--- src/rtl/core/xclr_pkg.sv ---
// Shared constants, types and helper functions for the XOR checksummed line receiver.
`timescale 1ns / 1ps

package xclr_pkg;

    // Default maximum line length in stored bytes
    localparam int unsigned MaxLineDefault = 128;

    // Field widths
    localparam int unsigned ByteW    = 8;
    localparam int unsigned VerdictW = 2;
    localparam int unsigned PlenW    = 7;
    localparam int unsigned TailW    = 7;
    localparam int unsigned PhaseW   = 2;

    // Character codes
    localparam logic [ByteW-1:0] CharStar  = 8'h2A;
    localparam logic [ByteW-1:0] CharLf    = 8'h0A;
    localparam logic [ByteW-1:0] CharCr    = 8'h0D;
    localparam logic [ByteW-1:0] CharSpace = 8'h20;
    localparam logic [ByteW-1:0] CharTab   = 8'h09;
    localparam logic [ByteW-1:0] CharVt    = 8'h0B;
    localparam logic [ByteW-1:0] CharFf    = 8'h0C;

    // Verdict codes
    localparam logic [VerdictW-1:0] VerdictOk       = 2'd0;
    localparam logic [VerdictW-1:0] VerdictNoStar   = 2'd1;
    localparam logic [VerdictW-1:0] VerdictMismatch = 2'd2;
    localparam logic [VerdictW-1:0] VerdictEmpty    = 2'd3;

    // Hex parser phases
    localparam logic [PhaseW-1:0] PhaseSkip = 2'd0;
    localparam logic [PhaseW-1:0] PhaseDig  = 2'd1;
    localparam logic [PhaseW-1:0] PhaseStop = 2'd2;

    // Saturation limit of the tail counter
    localparam logic [TailW-1:0] TailMax = {TailW{1'b1}};

    // One line verdict as handed from the line processor to the output stage
    typedef struct packed {
        logic                emit;
        logic [VerdictW-1:0] verdict;
        logic [PlenW-1:0]    payload_length;
        logic [ByteW-1:0]    computed_checksum;
        logic [ByteW-1:0]    received_checksum;
    } result_t;

    // Bit 4: byte is a hex digit; bits 3:0: its value
    function automatic logic [4:0] hex_digit(input logic [ByteW-1:0] b);
        logic [4:0] r;
        r = 5'd0;
        if (b >= 8'h30 && b <= 8'h39)
        begin
            r = {1'b1, 4'(b - 8'h30)};
        end
        else if (b >= 8'h61 && b <= 8'h66)
        begin
            r = {1'b1, 4'(b - 8'h57)};
        end
        else if (b >= 8'h41 && b <= 8'h46)
        begin
            r = {1'b1, 4'(b - 8'h37)};
        end
        return r;
    endfunction

    function automatic logic is_blank(input logic [ByteW-1:0] b);
        return (b == CharSpace) || (b == CharTab) || (b == CharVt) || (b == CharFf);
    endfunction

endpackage

--- src/rtl/core/xclr_line_proc.sv ---
// Per-line state registers and the single-byte update and verdict logic.
`timescale 1ns / 1ps

module xclr_line_proc #(
    parameter int unsigned MAX_LINE = xclr_pkg::MaxLineDefault
) (
    input  logic                          clk,
    input  logic                          rst_n,
    input  logic                          step,
    input  logic [xclr_pkg::ByteW-1:0]    data,
    output xclr_pkg::result_t             result
);

    localparam int unsigned LcW = $clog2(MAX_LINE + 1);
    localparam logic [LcW-1:0] LineLimit = LcW'(MAX_LINE);

    logic [LcW-1:0]                 line_count_reg, line_count_next;
    logic [xclr_pkg::ByteW-1:0]     running_xor_reg, running_xor_next;
    logic [xclr_pkg::ByteW-1:0]     payload_xor_reg, payload_xor_next;
    logic                           star_seen_reg, star_seen_next;
    logic [LcW-1:0]                 star_pos_reg, star_pos_next;
    logic [xclr_pkg::TailW-1:0]     tail_count_reg, tail_count_next;
    logic [xclr_pkg::ByteW-1:0]     hex_acc_reg, hex_acc_next;
    logic [xclr_pkg::PhaseW-1:0]    hex_phase_reg, hex_phase_next;

    logic [4:0] digit;

    assign digit = xclr_pkg::hex_digit(data);

    always_comb
    begin
        line_count_next  = line_count_reg;
        running_xor_next = running_xor_reg;
        payload_xor_next = payload_xor_reg;
        star_seen_next   = star_seen_reg;
        star_pos_next    = star_pos_reg;
        tail_count_next  = tail_count_reg;
        hex_acc_next     = hex_acc_reg;
        hex_phase_next   = hex_phase_reg;
        result           = '0;

        if (data == xclr_pkg::CharCr)
        begin
            // ignored entirely
        end
        else if (data == xclr_pkg::CharLf || line_count_reg >= LineLimit)
        begin
            if (data == xclr_pkg::CharLf && line_count_reg != '0)
            begin
                result.emit = 1'b1;
                if (star_seen_reg)
                begin
                    result.payload_length    = xclr_pkg::PlenW'(star_pos_reg);
                    result.computed_checksum = payload_xor_reg;
                    result.received_checksum = hex_acc_reg;
                end
                if (!star_seen_reg || tail_count_reg < xclr_pkg::TailW'(2))
                begin
                    result.verdict = xclr_pkg::VerdictNoStar;
                end
                else if (star_pos_reg == '0)
                begin
                    result.verdict = xclr_pkg::VerdictEmpty;
                end
                else if (hex_acc_reg != payload_xor_reg)
                begin
                    result.verdict = xclr_pkg::VerdictMismatch;
                end
                else
                begin
                    result.verdict = xclr_pkg::VerdictOk;
                end
            end
            // newline ends the line; overflow drops the byte and the line
            line_count_next  = '0;
            running_xor_next = '0;
            payload_xor_next = '0;
            star_seen_next   = 1'b0;
            star_pos_next    = '0;
            tail_count_next  = '0;
            hex_acc_next     = '0;
            hex_phase_next   = xclr_pkg::PhaseSkip;
        end
        else
        begin
            if (data == xclr_pkg::CharStar)
            begin
                // last star wins
                payload_xor_next = running_xor_reg;
                star_pos_next    = line_count_reg;
                star_seen_next   = 1'b1;
                tail_count_next  = '0;
                hex_acc_next     = '0;
                hex_phase_next   = xclr_pkg::PhaseSkip;
            end
            else if (star_seen_reg)
            begin
                if (tail_count_reg != xclr_pkg::TailMax)
                begin
                    tail_count_next = tail_count_reg + 1'b1;
                end
                case (hex_phase_reg)
                    xclr_pkg::PhaseSkip:
                    begin
                        if (digit[4])
                        begin
                            hex_acc_next   = {4'd0, digit[3:0]};
                            hex_phase_next = xclr_pkg::PhaseDig;
                        end
                        else if (!xclr_pkg::is_blank(data))
                        begin
                            hex_phase_next = xclr_pkg::PhaseStop;
                        end
                    end
                    xclr_pkg::PhaseDig:
                    begin
                        if (digit[4])
                        begin
                            hex_acc_next = {hex_acc_reg[3:0], digit[3:0]};
                        end
                        else
                        begin
                            hex_phase_next = xclr_pkg::PhaseStop;
                        end
                    end
                    default:
                    begin
                        // stopped: hold
                    end
                endcase
            end
            running_xor_next = running_xor_reg ^ data;
            line_count_next  = line_count_reg + 1'b1;
        end
    end

    always_ff @(posedge clk or negedge rst_n)
    begin
        if (!rst_n)
        begin
            line_count_reg  <= '0;
            running_xor_reg <= '0;
            payload_xor_reg <= '0;
            star_seen_reg   <= 1'b0;
            star_pos_reg    <= '0;
            tail_count_reg  <= '0;
            hex_acc_reg     <= '0;
            hex_phase_reg   <= xclr_pkg::PhaseSkip;
        end
        else if (step)
        begin
            line_count_reg  <= line_count_next;
            running_xor_reg <= running_xor_next;
            payload_xor_reg <= payload_xor_next;
            star_seen_reg   <= star_seen_next;
            star_pos_reg    <= star_pos_next;
            tail_count_reg  <= tail_count_next;
            hex_acc_reg     <= hex_acc_next;
            hex_phase_reg   <= hex_phase_next;
        end
    end

endmodule

--- src/rtl/core/xor_checksummed_line_receiver_core.sv ---
// Top level of the XOR checksummed line receiver: input register, line processor, result register.
`timescale 1ns / 1ps

// Takes one received byte per transaction on the input channel and gives one
// verdict transaction per newline that ends a non-empty line. A line has the
// form "<payload>*<hex>"; carriage returns are ignored, the XOR of the bytes
// before the last star is compared with the hex value after it (leading
// blanks skipped, low eight bits kept). A byte arriving when the line already
// holds MAX_LINE bytes clears the line and is dropped. Timing: a byte is
// captured in an input register, processed by the line state logic as soon
// as the result register is free or being drained, and a verdict is then
// registered in the result register, which drives out_valid. One byte per
// cycle is taken in steady state; the input stalls only while a verdict
// sits unclaimed in the result register and the input register is full,
// so the output handshake alone sets the rate. There are no memories and
// no start-up clearing pass: the block is ready as soon as reset is released.

module xor_checksummed_line_receiver_core #(
    parameter int unsigned MAX_LINE = xclr_pkg::MaxLineDefault
) (
    input  logic                             clk,
    input  logic                             rst_n,
    input  logic                             in_valid,
    output logic                             in_ready,
    input  logic [xclr_pkg::ByteW-1:0]       rx_byte,
    output logic                             out_valid,
    input  logic                             out_ready,
    output logic [xclr_pkg::VerdictW-1:0]    verdict,
    output logic [xclr_pkg::PlenW-1:0]       payload_length,
    output logic [xclr_pkg::ByteW-1:0]       computed_checksum,
    output logic [xclr_pkg::ByteW-1:0]       received_checksum
);

    // Input register
    logic                          in_valid_reg, in_valid_next;
    logic [xclr_pkg::ByteW-1:0]    byte_reg;

    // Result register
    logic                          out_valid_reg, out_valid_next;
    xclr_pkg::result_t             res_reg;

    xclr_pkg::result_t             res;
    logic                          advance;

    // The held byte moves on whenever the result register is free or being
    // drained this cycle.
    assign advance  = in_valid_reg && (!out_valid_reg || out_ready);
    assign in_ready = !in_valid_reg || advance;

    xclr_line_proc #(
        .MAX_LINE (MAX_LINE)
    ) u_line_proc (
        .clk    (clk),
        .rst_n  (rst_n),
        .step   (advance),
        .data   (byte_reg),
        .result (res)
    );

    always_comb
    begin
        in_valid_next = in_valid_reg;
        if (in_valid && in_ready)
        begin
            in_valid_next = 1'b1;
        end
        else if (advance)
        begin
            in_valid_next = 1'b0;
        end

        out_valid_next = out_valid_reg;
        if (advance)
        begin
            out_valid_next = res.emit;
        end
        else if (out_ready)
        begin
            out_valid_next = 1'b0;
        end
    end

    always_ff @(posedge clk or negedge rst_n)
    begin
        if (!rst_n)
        begin
            in_valid_reg  <= 1'b0;
            out_valid_reg <= 1'b0;
        end
        else
        begin
            in_valid_reg  <= in_valid_next;
            out_valid_reg <= out_valid_next;
        end
    end

    // Payload registers, no reset needed
    always_ff @(posedge clk)
    begin
        if (in_valid && in_ready)
        begin
            byte_reg <= rx_byte;
        end
        if (advance && res.emit)
        begin
            res_reg <= res;
        end
    end

    assign out_valid         = out_valid_reg;
    assign verdict           = res_reg.verdict;
    assign payload_length    = res_reg.payload_length;
    assign computed_checksum = res_reg.computed_checksum;
    assign received_checksum = res_reg.received_checksum;

endmodule

--- config.mk ---
export PLATFORM = sky130hd
export DESIGN_NAME = xor_checksummed_line_receiver_core
export DESIGN_NICKNAME = d
export VERILOG_FILES = /design/src/rtl/core/xclr_pkg.sv /design/src/rtl/core/xclr_line_proc.sv /design/src/rtl/core/xor_checksummed_line_receiver_core.sv
export SDC_FILE = /design/constraint.sdc
export NUM_CORES = 1
export LEC_CHECK = 0
export BUFFER_PORTS_ARGS = -buffer_cell sky130_fd_sc_hd__buf_2
export CORE_ASPECT_RATIO = 0.6
export CORE_UTILIZATION = 59
export DETAILED_ROUTE_END_ITERATION = 10
export GPL_ROUTABILITY_DRIVEN = 0
export PLACE_DENSITY = 0.8
export RECOVER_POWER = 50
export SYNTH_ARGS = -nofsm -noshare
export SYNTH_HDL_FRONTEND = slang
export SYNTH_HIERARCHICAL = 1
export SYNTH_SLANG_ARGS = --single-unit
--- constraint.sdc ---
create_clock -name clk -period 3.65 [get_ports clk]
set_clock_uncertainty 0.15 [all_clocks]
set_input_delay 0.1825 -clock clk [delete_from_list [all_inputs] [get_ports clk]]
set_output_delay 0.1825 -clock clk [all_outputs]
set_load 0.005 [all_outputs]
# Word-level counts from Yosys, hierarchy flattened
# Cells that the tools add are included.
# Widths: inputs -> output; s select.
# word_totals
ff_bits	85
inputBits	12
out_inout_bits	27
word_cells	121
# classes
add_sub_neg	5
order_cmp	8
n_eq_ne	14
muxes	39
bitwise	5
n_reduce_logical	34
# op_table
op	n
$mux 8	11
$mux 26	3
$eq 8x4->1 const B	5
$mux 7	4
$mux 23	1
$mux 2	9
$eq 8x6->1 const B	2
$ge 8x7->1 const B	2
$le 8x7->1 const B	2
$pmux 8 s2	1
$mux 5	3
$reduce_and 6->1	2
$add 8x1->8 const B	1
$ge 8x6->1 const B	1
$ge 8x8->1 const B	1
$le 8x6->1 const B	1
$logic_not 8->1	1
$ne 4x1->1 const B	2
$ne 8x8->1	1
$reduce_bool 8->1	1
$reduce_or 4->1	2
$sub 4x3->4 const B	2
$xor 8x8->8	1
$add 7x1->7 const B	1
20 further kinds	45

# Logic depth before layout (Yosys ltp)
# Gate-level depths: netlist (run 1).
# depth
ltp_word	10
ltp_mapped	9
mapped_depth_nobuf	7

# By module
# The synthesis (run 1) kept the hierarchy.
# by_module_without_submodules
mod	instances	cells_each	area_per_inst_um2	seq_area_each_um2
xclr_line_proc	1	296	2810.2	1251.2
xor_checksummed_line_receiver_core	1	43	1102.3	1041.0

# Least setup slack after synthesis (run 1)
# Ideal clock, no wire load.
# synth_path
kind	reg-to-reg
startpoint	register byte_reg[0] (netlist bit)
endpoint	register res_reg (netlist bit computed_checksum[0]) (enable)
setup_time_ns	0.410
t_arrival_ns	2.720
required_ns	3.090
path_slack_ns	0.371
stages_incl_launch_ff	10
path_buffers	2
period_less_slack_ns	3.279
path_cell_list	edfxtp_1 > inv_1 > ha_1 > nand3b_1 > nor3_1 > and2_1 > buf_4 > buf_6 > nand2_1 > nor2b_1
# synth_lines
element	line_no	text
start: declaration	xor_checksummed_line_receiver_core.sv:36	logic [xclr_pkg::ByteW-1:0] byte_reg;
start signal: assignment	xor_checksummed_line_receiver_core.sv:102	byte_reg <= rx_byte;
end signal: assignment	xor_checksummed_line_receiver_core.sv:106	res_reg <= res;
end: declaration	xor_checksummed_line_receiver_core.sv:40	xclr_pkg::result_t res_reg;

# Worst setup path after layout (run 1)
# layout_path
startpoint	register byte_reg[1] (netlist bit)
endpoint	register u_line_proc/tail_count_reg[5] (netlist bit)
# layout_via
elab_chain_cells	4
elab_cells_between_ends	10
cone_classes	eq/ne: 3; mux: 2; bitwise: 1; reduce/logical: 4
# layout_lines
element	line_no	text
$eq 8x4->1	xclr_line_proc.sv:46	else if (data == xclr_pkg::CharLf || line_count_reg >= LineLimit)
$logic_or 1x1->1	xclr_line_proc.sv:46	
$reduce_bool 3->1 (no source line)	n/a	
$reduce_and 4->1 (no source line)	n/a	
end signal: assignment	xclr_line_proc.sv:157	tail_count_reg <= tail_count_next;
end: declaration	xclr_line_proc.sv:22	logic [xclr_pkg::TailW-1:0] tail_count_reg, tail_count_next;
# Parallel ways exist; a longest one is shown, timed or not.
# A chain may end at the register's enable or synchronous reset.

==> results.md, run 1 <==
- Max rail drop VDD: 0.283 mV
- R2R Path End: u_line_proc/tail_count_reg[5]
- Setup CP Type: flip-flop to flip-flop
- NetSw: 0.667 mW
- Max Buffers Root-to-Sink: 2
- Reg-to-Reg Start: byte_reg[1]
- Final core area utilization: 0.707
- Clk network pwr share: 0.296
- Max FO, Critical Path: 21
- Via density per instance: 5.90
- Crit path max-delay family: simple AND/OR/NAND/NOR gates
- Crit end category: flip-flop
- Switching Share: 0.298
- TritonCTS clock tree: done
- Most used flip-flop cell after synthesis: dfrtp_1
- Least-Margin Pin Slew: 1.24 ns
- Fillers: 476
- Top cells by area, synth: dfrtp_1, edfxtp_1, o21ai_0
- Total grt overflow: 0
- Total Wirelength: 8050 um
- Area growth, synth to finish: 13.0%
- Fmax: 364 MHz
- DIE HEIGHT: 65.1 um
- Reg clk slew, reported paths: 0.09 ns
- Register-to-Register Path Depth: 8
- Share of total power in sequential cells: 0.572
- Post-synth EDFFs: 33
- Startpoint Class: flip-flop
- Max-slew violation count: 0
- YS warnings: 6
- CP Buf/Inv Count: 2
- Wirelength per Cell: 16.9 um
- I/O pins: 39
- Cell variety after synth: 56
- Hpwl dp: 5510 um
- Final Hold Vio Count: 0
- Hold path cells: 1
- Placed Instance Area: 4130 um2
- Cell area power density: 507 nW/um2
- Die Footprint: 6970 um2
- R2R Setup Slk: 0.91 ns
- Post-synthesis xor/xnor area fraction: 0.0201
- Core ar.: 6250 um2
- P_int: 1.57 mW
- Final Cell Area: 4420 um2
- Cells after synthesis: 339
- Avg Cell Area, Syn: 11.5 um2
- Setup Buffers After CTS: 0
- Syn Nets: 359
- Tmin final: 2.74 ns
- Antenna cells: 0
- TritonCTS Buffers: 9
- Pre-Repair DR Iteration Count: 6
- Simple-Gate Fraction of Synth Area: 0.165
- Worst skew pair latency: 0.35 ns
- FF+latch count, synth: 85
- Hold Crit Start: u_line_proc/running_xor_reg[2]
- First DRT Iteration DRCs: 204
- Via count: 2,813
- Ratio of cells with drive above 1 in the final layout: 0.150
- Synth Area in Adders: 0.0256
- DRC viols: 0
- Cell type with the highest aggregate area in the netlist: dfrtp_1
- First-pass GRT wire length: 13,100 um
- Vias in the first global route: 2,567
- Mux cell area share after synthesis: 0.00576
- Antenna violations before repair: 0
- Die W: 107 um
- # port buffers: 38
- Std cell rows: 22
- Crit share post-route: 0.752
- CP max stage delay: 0.65 ns
- Largest family of logic cells by synthesized area: simple AND/OR/NAND/NOR gates
- CP cell instances: inv_1 > ha_1 > nand4b_1 > o21a_1 > clkbuf_1 > nand2_1 > or4_1 > nand3_1
- Max-cap violation count: 0
- # clock sinks: 85
- WP depth: 8
- Compound-Gate Fraction of Synth Area: 0.158
- Setup TNS: 0 ns
- Antenna Violating Nets Remaining: 0
- RSZ-0062 raised after global routing: false
- Post-Synthesis Cell Area: 3910 um2
- Nets: 408
- Synth async-reset ratio: 0.612
- Hold Path Sink: u_line_proc/running_xor_reg[2]
- Endpoints failing setup: 0
- Outcome: completed
- Htree depth: 3
- Commonest cells post-synth: dfrtp_1, nand2_1, o21ai_0
- HP Class: flip-flop to flip-flop
- Count leader, synth: dfrtp_1
- Seq/Total Area, Yosys: 0.586
- Tot GR Track Use: 0.253
- Largest net degree at the start of global routing: 52
- Initial core utilization: 0.626
- Share of the synthesized area in the top cell type: 0.333
- Slew headroom: 0.176
- Root Buffer: clkbuf_8
- Design Power: 2.24 mW
- Leak Pwr: 1.92 nW
- Share of power burned in combinational logic: 0.132
- Crit path DAT: 2.88 ns
- CP max-delay cell: clkbuf_1
- WP data required: 3.79 ns
## area by class of cell
class / instances / area [um2] / area share
clock buffers: 10 / 128 / 0.0289
clock inverters: 6 / 68.8 / 0.0156
inverters: 10 / 37.5 / 0.00849
multi-input cells: 226 / 1450 / 0.329
flip-flops and latches: 85 / 2290 / 0.519
well taps: 84 / 105 / 0.0238
repair buffers: 56 / 335 / 0.0759
## what timing repair did
action,CTS,global route
resized for setup,0,0
hold buffers,13,0
hold endpoints to repair,62,0
## power by group through the flow
stage | registers (mW) | clock network [mW] | logic, mW
2_1_floorplan | 1.23 | 0 | 0.232
3_3_place_gp | 1.28 | 0 | 0.267
3_5_place_dp | 1.29 | 0 | 0.285
4_1_cts | 1.27 | 0.680 | 0.296
5_1_grt | 1.30 | 0.711 | 0.333
6_report | 1.28 | 0.664 | 0.296
## routing by layer
metal	GRT usage	up-vias	wire length (um)
met5	0	-	0
met4	0.0908	0	87
met3	0.0604	12	518
met2	0.360	109	3500
met1	0.379	1342	3940
li1	-	1350	-
## kinds of logic (layout without fill, tap and decap cells)
family,Yosys count,in the layout
simple gates,118,118
compound gates,89,89
flops,85,85
buf+inv,28,82
xor+xnor,9,9
fa+ha+maj,8,8
mux,2,2
## placed cells by master, fill, tap and decap left out, drive strengths merged, types with 2 or more instances in the layout
master	count
xor2	8
o211ai	2
edfxtp	33
mux2	2
o22ai	3
nor2	13
ha	8
o21ai	40
a31oi	3
o21a	2
nand3	9
a21oi	6
buf	28
and2	4
dfrtp	52
nand3b	2
nand2b	3
inv	13
and3	30
nor4	6
a32o	5
a22o	18
dlygate4sd3	13
nor3	2
nand2	40
a21o	3
clkbuf	25
## stage by stage
stage / hold WS, ns / setup WS (ns) / std cells
global placement: -0.186 / 1.05 / 448
floorplan: -0.263 / 0.371 / 339
detailed placement: -0.185 / 0.950 / 448
global route: 0.378 / 0.678 / 477
finish: 0.357 / 0.905 / 477
CTS: 0.340 / 0.925 / 477
## worst max path at each step
stage / start / endpoint / slack, ns
finish: byte_reg[1] / u_line_proc/tail_count_reg[5] / 0.91
global route: byte_reg[0] / received_checksum[4] / 0.68
global placement: byte_reg[4] / payload_length[0] / 1.05
detailed placement: byte_reg[0] / verdict[0] / 0.95
CTS: byte_reg[0] / computed_checksum[4] / 0.92
floorplan: byte_reg[0] / computed_checksum[0] / 0.37
Power figures use the tool's default switching activity.
==> run 2: changes to the inputs <==
--- a/config.mk
+++ b/config.mk
@@ -5,12 +5,13 @@
 export SDC_FILE = /design/constraint.sdc
 export NUM_CORES = 1
 export LEC_CHECK = 0
+export ABC_AREA = 1
 export BUFFER_PORTS_ARGS = -buffer_cell sky130_fd_sc_hd__buf_2
 export CORE_ASPECT_RATIO = 0.6
 export CORE_UTILIZATION = 59
 export DETAILED_ROUTE_END_ITERATION = 10
 export GPL_ROUTABILITY_DRIVEN = 0
-export PLACE_DENSITY = 0.8
+export PLACE_DENSITY = 0.79
 export RECOVER_POWER = 50
 export SYNTH_ARGS = -nofsm -noshare
 export SYNTH_HDL_FRONTEND = slang
==> constraint.sdc (replaced) <==
create_clock -name clk -period 2.9 [get_ports clk]
set_clock_uncertainty 0.15 [all_clocks]
set_input_delay 0.145 -clock clk [delete_from_list [all_inputs] [get_ports clk]]
set_output_delay 0.145 -clock clk [all_outputs]
set_load 0.005 [all_outputs]
==> run 2 against run 1 <==
Compared with the run above:
- largest cell class unchanged
- highest routed layer unchanged
- critical endpoint is now computed_checksum[2]
- core utilization is 0.10 points lower
- critical path depth is 1 lower
- sequential share of layout area down 3.7 points
- sequential cell count stayed put
- total power up 48%
- largest power group unchanged
==> results.md, run 2 <==
- Outcome: completed (unchanged)
- Tot GR Track Use: 0.266 (was 0.253)
- Slew headroom: 0.181 (was 0.176)
- Antenna Violating Nets Remaining: 0 (unchanged)
- Final cell count without fillers: 569 (was 477)
- Die Footprint: 7380 um2 (was 6970 um2)
- YS warnings: 6 (unchanged)
- Pre-Repair DR Iteration Count: 5 (was 6)
- WP data required: 2.90 ns (was 3.79 ns)
- DIE HEIGHT: 67.0 um (was 65.1 um)
- Via count: 3,077 (was 2,813)
- First-pass GRT wire length: 14,300 um (was 13,100 um)
- Seq/Total Area, Yosys: 0.552 (was 0.586)
- Core ar.: 6730 um2 (was 6250 um2)
- RSZ-0062 raised after global routing: false (unchanged)
- Cell variety after synth: 41 (was 56)
- Count leader, synth: nand2_1 (was dfrtp_1)
- Ratio of cells with drive above 1 in the final layout: 0.149 (was 0.150)
- I/O pins: 39 (unchanged)
- Share of the synthesized area in the top cell type: 0.314 (was 0.333)
- Total Wirelength: 8740 um (was 8050 um)
- Most frequent cells in the layout: nand2_1, inv_1, dfrtp_1 (was dfrtp_1, nand2_1, o21ai_0)
- Top cells by area, synth: dfrtp_1, edfxtp_1, nand2_1 (was dfrtp_1, edfxtp_1, o21ai_0)
- CP max stage delay: 0.49 ns (was 0.65 ns)
- Setup TNS: 0 ns (unchanged)
- Root Buffer: clkbuf_16 (was clkbuf_8)
- # port buffers: 38 (unchanged)
- Setup Buffers After CTS: 0 (unchanged)
- Std cell rows: 23 (was 22)
- Nets: 497 (was 408)
- Worst hold slack: 0.172 ns (was 0.357 ns)
- Post-Synthesis Cell Area: 4150 um2 (was 3910 um2)
- Die W: 110 um (was 107 um)
- Hpwl dp: 6040 um (was 5510 um)
- Via density per instance: 5.41 (was 5.90)
- Setup CP Type: flip-flop to flip-flop (unchanged)
- First DRT Iteration DRCs: 157 (was 204)
- Max Buffers Root-to-Sink: 2 (unchanged)
- Crit end category: flip-flop (unchanged)
- TritonCTS clock tree: done (unchanged)
- Largest net degree at the start of global routing: 32 (was 52)
- Reg clk slew, reported paths: 0.06 ns (was 0.09 ns)
- Most used cell, CP: inv_1
- Htree depth: 3 (unchanged)
- Cell type with the highest aggregate area in the netlist: dfrtp_1 (unchanged)
- Crit path max-delay family: simple AND/OR/NAND/NOR gates (unchanged)
- Max-cap violation count: 0 (unchanged)
- Wirelength per Cell: 15.4 um (was 16.9 um)
- Antenna cells: 0 (unchanged)
- Vias in the first global route: 2,866 (was 2,567)
- Syn Nets: 445 (was 359)
- Max rail drop VDD: 0.394 mV (was 0.283 mV)
- Antenna violations before repair: 0 (unchanged)
- CP Buf/Inv Count: 2 (unchanged)
- Commonest cells post-synth: nand2_1, inv_1, dfrtp_1 (was dfrtp_1, nand2_1, o21ai_0)
- Commonest non-fill, non-tap cell in the layout: nand2_1 (was dfrtp_1)
- Fillers: 546 (was 476)
- Resized cells post-CTS: 0 (unchanged)
- DRC viols: 0 (unchanged)
- Startpoint Class: flip-flop (unchanged)
- Reg-to-Reg Start: byte_reg[0] (was byte_reg[1])
- Avg Cell Area, Syn: 9.76 um2 (was 11.5 um2)
- Area growth, synth to finish: 14.6% (was 13.0%)
- Worst skew pair latency: 0.33 ns (was 0.35 ns)
- CP cell instances: inv_1 > ha_1 > nand3_4 > nor2_1 > and2_1 > inv_1 > nor3_1 (was inv_1 > ha_1 > nand4b_1 > o21a_1 > clkbuf_1 > nand2_1 > or4_1 > nand3_1)
- Most used flip-flop cell after synthesis: dfrtp_1 (unchanged)
- Initial core utilization: 0.616 (was 0.626)
- Hold-fix buffers, CTS: 11 (was 13)
- TritonCTS Buffers: 9 (unchanged)
- Critical Path Start: byte_reg[0] (was byte_reg[1])
- Cells after synthesis: 425 (was 339)
- Hold Crit Start: out_ready (was u_line_proc/running_xor_reg[2])
- # clock sinks: 85 (unchanged)
- Final Hold Vio Count: 0 (unchanged)
- CP max-delay cell: edfxtp_1 (was clkbuf_1)
- Post-synth EDFFs: 33 (unchanged)
- Crit path DAT: 2.51 ns (was 2.88 ns)
- Dpl cells: 542 (was 448)
- Leak Pwr: 2.04 nW (was 1.92 nW)
- Crit share post-route: 0.867 (was 0.752)
- FF+latch count, synth: 85 (unchanged)
- Total grt overflow: 0 (unchanged)
- HP Class: input port to flip-flop (was flip-flop to flip-flop)
- Cell area power density: 695 nW/um2 (was 507 nW/um2)
- Least-Margin Pin Slew: 1.23 ns (was 1.24 ns)
- Fmax: 398 MHz (was 364 MHz)
- Endpoints failing setup: 0 (unchanged)
- Max-slew violation count: 0 (unchanged)
- Synth async-reset ratio: 0.612 (unchanged)
- Tmin final: 2.51 ns (was 2.74 ns)
- Max FO, Critical Path: 24 (was 21)
==> run 2: report_power, final <==
group | total [mW] | leakage (nW) | internal (mW) | switching, mW
Clock | 1.15 | 0.140 | 0.675 | 0.474
Combinational | 0.593 | 0.962 | 0.237 | 0.356
Sequential | 1.57 | 0.940 | 1.41 | 0.152
==> run 2: logic make-up after synthesis <==
group,Yosys count,share of synthesized area
AO/OA/AOI/OAI,57,0.0980
XOR/XNOR,12,0.0253
adder cells (fa/ha/maj),8,0.0241
buffers and inverters,74,0.0787
flip-flops,85,0.552
AND/OR/NAND/NOR,189,0.221
==> run 2: layout make-up <==
type | instances | area [um2] | share of cell area
clock buffers | 10 | 229 | 0.0481
repair buffers | 53 | 299 | 0.0629
inverters | 62 | 235 | 0.0495
multi-input cells | 266 | 1520 | 0.320
clock inverters | 6 | 71.3 | 0.0150
well taps | 87 | 109 | 0.0229
flip-flops and latches | 85 | 2290 | 0.482
==> run 2: final timing paths <==
check	end	slack [ns]	depth (start not counted)
min in group asynchronous	u_line_proc/hex_acc_reg[5]	0.44	2
max	computed_checksum[2]	0.39	7
max in group asynchronous	u_line_proc/line_count_reg[0]	0.78	3
min reg2reg	u_line_proc/star_pos_reg[7]	0.36	2
max reg2reg	computed_checksum[2]	0.39	7
min	out_valid	0.17	4
==> run 2: per-stage QoR <==
step | power [mW] | setup slack [ns] | cell area, um2 | utilization
3_3_place_gp | 2.13 | 0.665 | 4390 | 0.652
5_1_grt | 3.47 | 0.207 | 4760 | 0.706
6_report | 3.31 | 0.387 | 4760 | 0.706
4_1_cts | 3.31 | 0.548 | 4800 | 0.713
2_1_floorplan | 1.98 | 0.000973 | 4150 | -
3_5_place_dp | 2.15 | 0.573 | 4390 | 0.652
==> run 2: layer usage <==
metal | vias up | track usage | wire length (um) | share of wire
met4 | 0 | 0.0789 | 67 | 0.0077
met3 | 7 | 0.0841 | 774 | 0.089
met5 | - | 0 | 0 | 0
li1 | 1511 | - | - | -
met2 | 115 | 0.387 | 3780 | 0.43
met1 | 1444 | 0.379 | 4120 | 0.47
==> run 2: worst register-to-register path: stages (launching register included) <==
cell and delay (ns):
edfxtp_1 0.49, inv_1 0.17, ha_1 0.23, nand3_4 0.09, nor2_1 0.33, and2_1 0.23
inv_1 0.31, nor3_1 0.32
